**config.mk**
```make
export PLATFORM = sky130hd
export DESIGN_NAME = matrix_display_command_serializer_core
export DESIGN_NICKNAME = d
export VERILOG_FILES = /design/src/sv/mdcs_pkg.sv /design/src/sv/matrix_display_command_serializer_core.sv /design/src/sv/mdcs_seq.sv /design/src/sv/mdcs_shift.sv
export SDC_FILE = /design/constraint.sdc
export NUM_CORES = 1
export LEC_CHECK = 0
export BUFFER_PORTS_ARGS = -buffer_cell sky130_fd_sc_hd__buf_2
export CAP_MARGIN = 20
export CELL_PAD_IN_SITES_DETAIL_PLACEMENT = 1
export CELL_PAD_IN_SITES_GLOBAL_PLACEMENT = 1
export CORE_ASPECT_RATIO = 0.75
export CORE_MARGIN = 4
export CORE_UTILIZATION = 30
export DETAILED_ROUTE_END_ITERATION = 12
export HOLD_SLACK_MARGIN = 0.05
export PLACE_DENSITY = 0.61
export SYNTH_ARGS = -nofsm -noshare
export SYNTH_HDL_FRONTEND = slang
export SYNTH_SLANG_ARGS = --single-unit
```
**constraint.sdc**
```tcl
create_clock -name clk -period 10.1 [get_ports clk]
set_input_delay 2.02 -clock clk [delete_from_list [all_inputs] [get_ports clk]]
set_output_delay 2.02 -clock clk [all_outputs]
set_load 0.03 [all_outputs]
```
**src/sv/mdcs_pkg.sv**
```systemverilog
// Shared types, constants and helpers for the matrix display command serializer.
`timescale 1ns / 1ps
`default_nettype none
package mdcs_pkg;

  localparam int ROWS       = 7;
  localparam int DIGITS     = 8;
  localparam int ROW_W      = 5;
  localparam int ROW_SLOTS  = 8;
  localparam int ROW_BITS   = ROW_W * ROW_SLOTS;
  localparam int DATA_W     = 35;
  localparam int BYTE_CNT_W = 4;

  localparam logic [7:0] CTRL_BASE = 8'b1100_0000;
  localparam logic [7:0] ADDR_BASE = 8'b1010_0000;
  localparam logic [7:0] NCLR_BIT  = 8'b0010_0000;
  localparam logic [7:0] PEAK_BIT  = 8'b0001_0000;
  localparam logic [7:0] ZERO_BYTE = 8'b0000_0000;
  localparam logic [4:0] ROW_MASK  = 5'b11111;
  localparam logic [2:0] BR_MAX    = 3'b111;

  typedef enum logic [2:0] {
    KIND_RESET  = 3'd0,
    KIND_CLEAR  = 3'd1,
    KIND_BRIGHT = 3'd2,
    KIND_PEAK   = 3'd3,
    KIND_DIGIT  = 3'd4
  } kind_t;

  typedef struct packed {
    logic       valid;
    logic [7:0] data;
    logic       last_byte;
    logic       rst_pulse;
  } byte_req_t;

  function automatic logic [7:0] ctrl_byte(input logic clr, input logic peak,
                                           input logic [2:0] br);
    logic [7:0] b;
    b = CTRL_BASE | {5'd0, br};
    if (!clr) b = b | NCLR_BIT;
    if (peak) b = b | PEAK_BIT;
    return b;
  endfunction

endpackage
`default_nettype wire

```
**src/sv/matrix_display_command_serializer_core.sv**
```systemverilog
// Top level: dot-matrix display command serializer.
// Each data byte is shifted out bit by bit; a reset command yields one result.
// Path: sequencer command register, shifter byte register, output register.
// A digit write sends up to eight bytes; the input stalls until its last byte is taken.
// Reset clears the control mirror (brightness code, peak current) and all handshakes.
`timescale 1ns / 1ps
`default_nettype none
module matrix_display_command_serializer_core (
  input  wire                          clk,
  input  wire                          rst,
  input  wire                          in_valid,
  output logic                         in_stall,
  input  wire  [2:0]                   kind,
  input  wire  [7:0]                   digit,
  input  wire  [2:0]                   brightness,
  input  wire                          low_peak,
  input  wire  [mdcs_pkg::DATA_W-1:0]  row_data,
  output logic                         out_valid,
  input  wire                          out_stall,
  output logic                         serial_bit,
  output logic                         end_of_byte,
  output logic                         reset_pulse,
  output logic                         last
);

  mdcs_pkg::byte_req_t req;
  logic                take;

  mdcs_seq u_seq (
    .clk        (clk),
    .rst        (rst),
    .in_valid   (in_valid),
    .in_stall   (in_stall),
    .kind       (kind),
    .digit      (digit),
    .brightness (brightness),
    .low_peak   (low_peak),
    .row_data   (row_data),
    .take       (take),
    .req        (req)
  );

  mdcs_shift u_shift (
    .clk         (clk),
    .rst         (rst),
    .req         (req),
    .take        (take),
    .out_valid   (out_valid),
    .out_stall   (out_stall),
    .serial_bit  (serial_bit),
    .end_of_byte (end_of_byte),
    .reset_pulse (reset_pulse),
    .last        (last)
  );

endmodule
`default_nettype wire

```
**src/sv/mdcs_seq.sv**
```systemverilog
// Command sequencer: holds the control mirror and hands out bytes one at a time.
`timescale 1ns / 1ps
`default_nettype none
module mdcs_seq (
  input  wire                              clk,
  input  wire                              rst,
  input  wire                              in_valid,
  output logic                             in_stall,
  input  wire  [2:0]                       kind,
  input  wire  [7:0]                       digit,
  input  wire  [2:0]                       brightness,
  input  wire                              low_peak,
  input  wire  [mdcs_pkg::DATA_W-1:0]      row_data,
  input  wire                              take,
  output mdcs_pkg::byte_req_t              req
);

  logic                                  busy;
  logic [2:0]                            cmd;
  logic [2:0]                            addr;
  logic                                  has_addr;
  logic [mdcs_pkg::ROW_BITS-1:0]         rows;
  logic [mdcs_pkg::BYTE_CNT_W-1:0]       byte_idx;
  logic [mdcs_pkg::BYTE_CNT_W-1:0]       n_bytes;
  logic [2:0]                            bright_code;
  logic                                  peak_low;
  logic                                  accept;
  logic                                  last_byte;
  logic                                  addr_phase;
  logic [7:0]                            data;

  assign in_stall   = busy;
  assign accept     = in_valid && !busy;
  assign last_byte  = (byte_idx == n_bytes - mdcs_pkg::BYTE_CNT_W'(1));
  assign addr_phase = has_addr && (byte_idx == '0);

  always_comb begin
    case (cmd)
      mdcs_pkg::KIND_RESET: data = mdcs_pkg::ZERO_BYTE;
      mdcs_pkg::KIND_CLEAR: data = mdcs_pkg::ctrl_byte(byte_idx == '0, peak_low, bright_code);
      mdcs_pkg::KIND_BRIGHT,
      mdcs_pkg::KIND_PEAK:  data = mdcs_pkg::ctrl_byte(1'b0, peak_low, bright_code);
      mdcs_pkg::KIND_DIGIT: begin
        if (addr_phase) data = mdcs_pkg::ADDR_BASE | {5'd0, addr};
        else data = {3'd0, rows[mdcs_pkg::ROW_W-1:0] & mdcs_pkg::ROW_MASK};
      end
      default:              data = mdcs_pkg::ZERO_BYTE;
    endcase
  end

  always_comb begin
    req.valid     = busy;
    req.data      = data;
    req.last_byte = last_byte;
    req.rst_pulse = (cmd == mdcs_pkg::KIND_RESET);
  end

  always_ff @(posedge clk) begin
    if (rst) begin
      busy        <= 1'b0;
      bright_code <= '0;
      peak_low    <= 1'b0;
      byte_idx    <= '0;
      n_bytes     <= '0;
      cmd         <= mdcs_pkg::KIND_RESET;
    end else if (accept) begin
      cmd      <= kind;
      addr     <= digit[2:0];
      has_addr <= (digit < 8'(mdcs_pkg::DIGITS));
      rows     <= mdcs_pkg::ROW_BITS'(row_data);
      byte_idx <= '0;
      case (kind)
        mdcs_pkg::KIND_RESET: begin
          bright_code <= '0;
          peak_low    <= 1'b0;
          n_bytes     <= mdcs_pkg::BYTE_CNT_W'(1);
          busy        <= 1'b1;
        end
        mdcs_pkg::KIND_CLEAR: begin
          n_bytes <= mdcs_pkg::BYTE_CNT_W'(2);
          busy    <= 1'b1;
        end
        mdcs_pkg::KIND_BRIGHT: begin
          bright_code <= mdcs_pkg::BR_MAX - brightness;
          n_bytes     <= mdcs_pkg::BYTE_CNT_W'(1);
          busy        <= 1'b1;
        end
        mdcs_pkg::KIND_PEAK: begin
          peak_low <= low_peak;
          n_bytes  <= mdcs_pkg::BYTE_CNT_W'(1);
          busy     <= 1'b1;
        end
        mdcs_pkg::KIND_DIGIT: begin
          n_bytes <= mdcs_pkg::BYTE_CNT_W'(mdcs_pkg::ROWS)
                   + mdcs_pkg::BYTE_CNT_W'(digit < 8'(mdcs_pkg::DIGITS));
          busy    <= 1'b1;
        end
        default: busy <= 1'b0;
      endcase
    end else if (take) begin
      byte_idx <= byte_idx + mdcs_pkg::BYTE_CNT_W'(1);
      if (cmd == mdcs_pkg::KIND_DIGIT && !addr_phase) begin
        rows <= rows >> mdcs_pkg::ROW_W;
      end
      if (last_byte) busy <= 1'b0;
    end
  end

endmodule
`default_nettype wire

```
**src/sv/mdcs_shift.sv**
```systemverilog
// Byte shifter: one bit per unstalled cycle, LSB first, via an output register.
`timescale 1ns / 1ps
`default_nettype none
module mdcs_shift (
  input  wire                       clk,
  input  wire                       rst,
  input  wire mdcs_pkg::byte_req_t  req,
  output logic                      take,
  output logic                      out_valid,
  input  wire                       out_stall,
  output logic                      serial_bit,
  output logic                      end_of_byte,
  output logic                      reset_pulse,
  output logic                      last
);

  logic       sh_busy;
  logic [7:0] sh_byte;
  logic [2:0] bit_cnt;
  logic       sh_last;
  logic       sh_rst;
  logic       advance;
  logic       finish;

  assign advance = sh_busy && (!out_valid || !out_stall);
  assign finish  = sh_rst || (bit_cnt == 3'd7);
  assign take    = req.valid && (!sh_busy || (advance && finish));

  always_ff @(posedge clk) begin
    if (rst) begin
      sh_busy   <= 1'b0;
      out_valid <= 1'b0;
      bit_cnt   <= '0;
    end else begin
      out_valid <= advance || (out_valid && out_stall);
      if (advance) begin
        serial_bit  <= sh_rst ? 1'b0 : sh_byte[0];
        end_of_byte <= !sh_rst && (bit_cnt == 3'd7);
        reset_pulse <= sh_rst;
        last        <= sh_last && finish;
      end
      if (take) begin
        sh_busy <= 1'b1;
        sh_byte <= req.data;
        sh_last <= req.last_byte;
        sh_rst  <= req.rst_pulse;
        bit_cnt <= '0;
      end else if (advance) begin
        sh_byte <= sh_byte >> 1;
        bit_cnt <= bit_cnt + 3'd1;
        if (finish) sh_busy <= 1'b0;
      end
    end
  end

endmodule
`default_nettype wire
```
==> results.sh <==
export IMPL_grt_pass1_wl_um=13000
export IMPL_grt_ovfl_total=0
export IMPL_ctsHoldBuffers=0
export IMPL_rows=32
export IMPL_postRouteAntennaNets=0
export IMPL_grt_pass1_vias=2592
export IMPL_cts_tree="yes"
export IMPL_cts_setup_buffers=0
export IMPL_synth_area_leaders="edfxtp_1 (48%), dfxtp_1 (13%), nand2_1 (12%)"
export IMPL_yosysTopAreaCell="edfxtp_1"
export IMPL_finalSetupViolCount=0
export IMPL_clk_pin_slew_worst_paths_ns=0.05
export IMPL_drc=0
export IMPL_max_freq_mhz=256
export IMPL_fin_cells=523
export IMPL_hpwl_um=5390
export IMPL_netlist_area_leader_share_pct=47.9
export IMPL_dr_pass1_iters=5
export IMPL_wire_per_inst_um=14.9
export IMPL_arrival_ns=3.86
export IMPL_nNetsFinal=441
export IMPL_cap_violations=0
export IMPL_clkLatencyLatePin_ns=0.34
export IMPL_clock_root_buffer="clkbuf_16"
export IMPL_setup_ws_ns=6.20
export IMPL_dp_cells=507
export IMPL_fin_crit_sh_pct=38.6
export IMPL_hold_viol=0
export IMPL_pre_cts_ws_ns=5.80
export IMPL_antenna_found_initial=0
export IMPL_fin_util_pct=38.9
export IMPL_yosysUniqueCellTypes=42
export IMPL_syn_avg_cell_area_um2=10.2
export IMPL_slew_headroom_pct=33.9
export IMPL_cts_resized=0
export IMPL_critical_path_endpoint_type="register"
export IMPL_htree_levels=3
export IMPL_crit_required_ns=10.06
export IMPL_drive_above_1_share_pct=22.7
export IMPL_layout_commonest_cell="nand2_1"
export IMPL_power_density_mw_per_mm2=192
export IMPL_cts_buffers_inserted=9
export IMPL_cp_max_fo=35
export IMPL_grtUsageTotal_pct=13.1
export IMPL_layout_min_cycle_time_ns=3.90
export IMPL_ir_drop_v=0.0000822
export IMPL_fillers=1218
export IMPL_outcome="finished, final reports clean"
export IMPL_grt_max_degree=46
export IMPL_rsz0062_at_grt="no"
export IMPL_place_port_buffers=59
export IMPL_n_antenna_cell=0
export IMPL_drtIter0Drc=147
export IMPL_syn_area_mm2=0.00332
export IMPL_mostFrequentLayoutCells="nand2_1 (108), buf_2 (59), edfxtp_1 (53)"
export IMPL_ys_ff_latch=74
export IMPL_wirelength_um=7800
export IMPL_pin_count=60
export IMPL_worstSetupPathType="in -> reg"
export IMPL_area_delta_synth_final_pct=23.3
export IMPL_cts_sinks=74
export IMPL_gp_congestion=0.739
export IMPL_yosysWarnings=0
export IMPL_hold_class="reg -> reg"
export IMPL_fp_coreArea_mm2=0.0105
export IMPL_start_util_pct=31.6
export IMPL_clock_skew_final_ns=0.00779
export IMPL_start_kind="input port"
export IMPL_design_die_area_mm2=0.0128
export IMPL_ys_seq_area_share_pct=60.5
export IMPL_postSynthCellCount=325
export IMPL_worst_slew_pin_slew_ns=0.989
export IMPL_fin_tns_setup_ns=0
export IMPL_die_x_um=130
export IMPL_drv_slew=0
export IMPL_leakage_nw=1.66
export IMPL_via_count=2444
export IMPL_via_per_inst=4.67
export IMPL_reg2reg_setup_slack_ns=7.30
export IMPL_die_height_um=99.2
export IMPL_clock_path_buffers=2
export IMPL_synth_fp_nets=384
[stage by stage]
| stage | power, mW | cell area (um2) | hold WS (ns) |
|---|---|---|---|
| floorplan | 0.402 | 3320 | 0.448 |
| CTS | 0.800 | 4100 | 0.480 |
| detailed placement | 0.430 | 3750 | 0.471 |
| global placement | 0.427 | 3750 | 0.469 |
| finish | 0.788 | 4100 | 0.474 |
| global route | 0.824 | 4100 | 0.516 |
[cell families after synthesis]
group / count (synthesis) / synth area share [%]
AO/OA/AOI/OAI: 39 / 7.72
XOR/XNOR: 9 / 2.37
adder cells (fa/ha/maj): 5 / 1.88
buffers and inverters: 22 / 2.71
flip-flops: 74 / 60.5
multiplexers: 6 / 1.81
AND/OR/NAND/NOR: 170 / 23.0
[critical path: stages]
cell       delay (ns)
buf_2            0.12
o2bb2ai_1        0.15
a21boi_2         0.54
a21oi_1          0.21
nor2_4           0.79
[path summary, 6_finish.rpt]
kind,from,to,depth (start not counted)
max,out_stall,u_seq.rows[13]$_DFFE_PP_,5
min,u_seq.n_bytes[2]$_SDFFE_PP0P_,u_seq.n_bytes[2]$_SDFFE_PP0P_,2
max reg2reg,u_shift.bit_cnt[0]$_SDFFE_PP0P_,u_seq.rows[13]$_DFFE_PP_,6
min reg2reg,u_seq.n_bytes[2]$_SDFFE_PP0P_,u_seq.n_bytes[2]$_SDFFE_PP0P_,2
[cells in the mapped netlist]
master     instances
ha_1               5
nand3_1            8
a221oi_1           1
o2bb2ai_1          1
o31a_1             1
a2bb2oi_2          1
or3_1              1
edfxtp_1          53
or4_4              1
o21a_1             1
a211oi_1           2
a22o_1             2
nor3_1            10
buf_2              6
nor3b_4            1
xor2_1             2
a21boi_2           1
nor2_1            18
mux2i_1            6
a21boi_0           1
and3_1             1
nand2_1          108
o211ai_1           1
o31ai_1            1
clkbuf_1           9
o21ai_0            2
dfxtp_1           21
a21oi_1           15
o21bai_1           1
o21ai_1            3
inv_1              7
nand2b_1           3
and4bb_2           1
nor3_2             2
and2_1             5
nor4_1             1
xnor2_1            7
a31oi_1            4
nor4_2             1
o32ai_1            1
nor2_2             1
nor2b_1            8
[flip-flops by register name (all words and copies together), names as in the netlist]
name,count
u_seq.rows,35
u_shift.sh_byte,8
u_seq.byte_idx,4
u_seq.n_bytes,4
u_seq.addr,3
u_seq.bright_code,3
u_seq.cmd,3
u_shift.bit_cnt,3
u_seq.has_addr,1
u_seq.in_stall,1
u_seq.peak_low,1
u_shift.end_of_byte,1
u_shift.last,1
u_shift.out_valid,1
u_shift.reset_pulse,1
u_shift.serial_bit,1
u_shift.sh_busy,1
u_shift.sh_last,1
u_shift.sh_rst,1
[final cells by class]
cell class | instances | area, um2 | share of cell area, %
repair buffers | 61 | 310 | 7.57
well taps | 136 | 170 | 4.15
clock inverters | 7 | 118 | 2.87
multi-input cells | 229 | 1240 | 30.2
clock buffers | 9 | 225 | 5.50
flip-flops and latches | 74 | 2010 | 49.1
inverters | 7 | 26.3 | 0.641
[layer usage]
layer / global-route usage, % / vias to the layer above / share of wire (%)
met1: 17.7 / 1168 / 50
met2: 19.9 / 40 / 44
met4: 4.07 / 0 / 1.3
met5: 0 / - / 0
li1: - / 1228 / -
met3: 4.51 / 8 / 4.9
[power breakdown]
group	total (mW)	switching, mW	internal (mW)	leakage, nW
Combinational	0.0707	0.0441	0.0266	0.825
Clock	0.366	0.125	0.241	0.169
Sequential	0.351	0.00754	0.344	0.667
No activity file was read; power rests on OpenSTA's default activity.
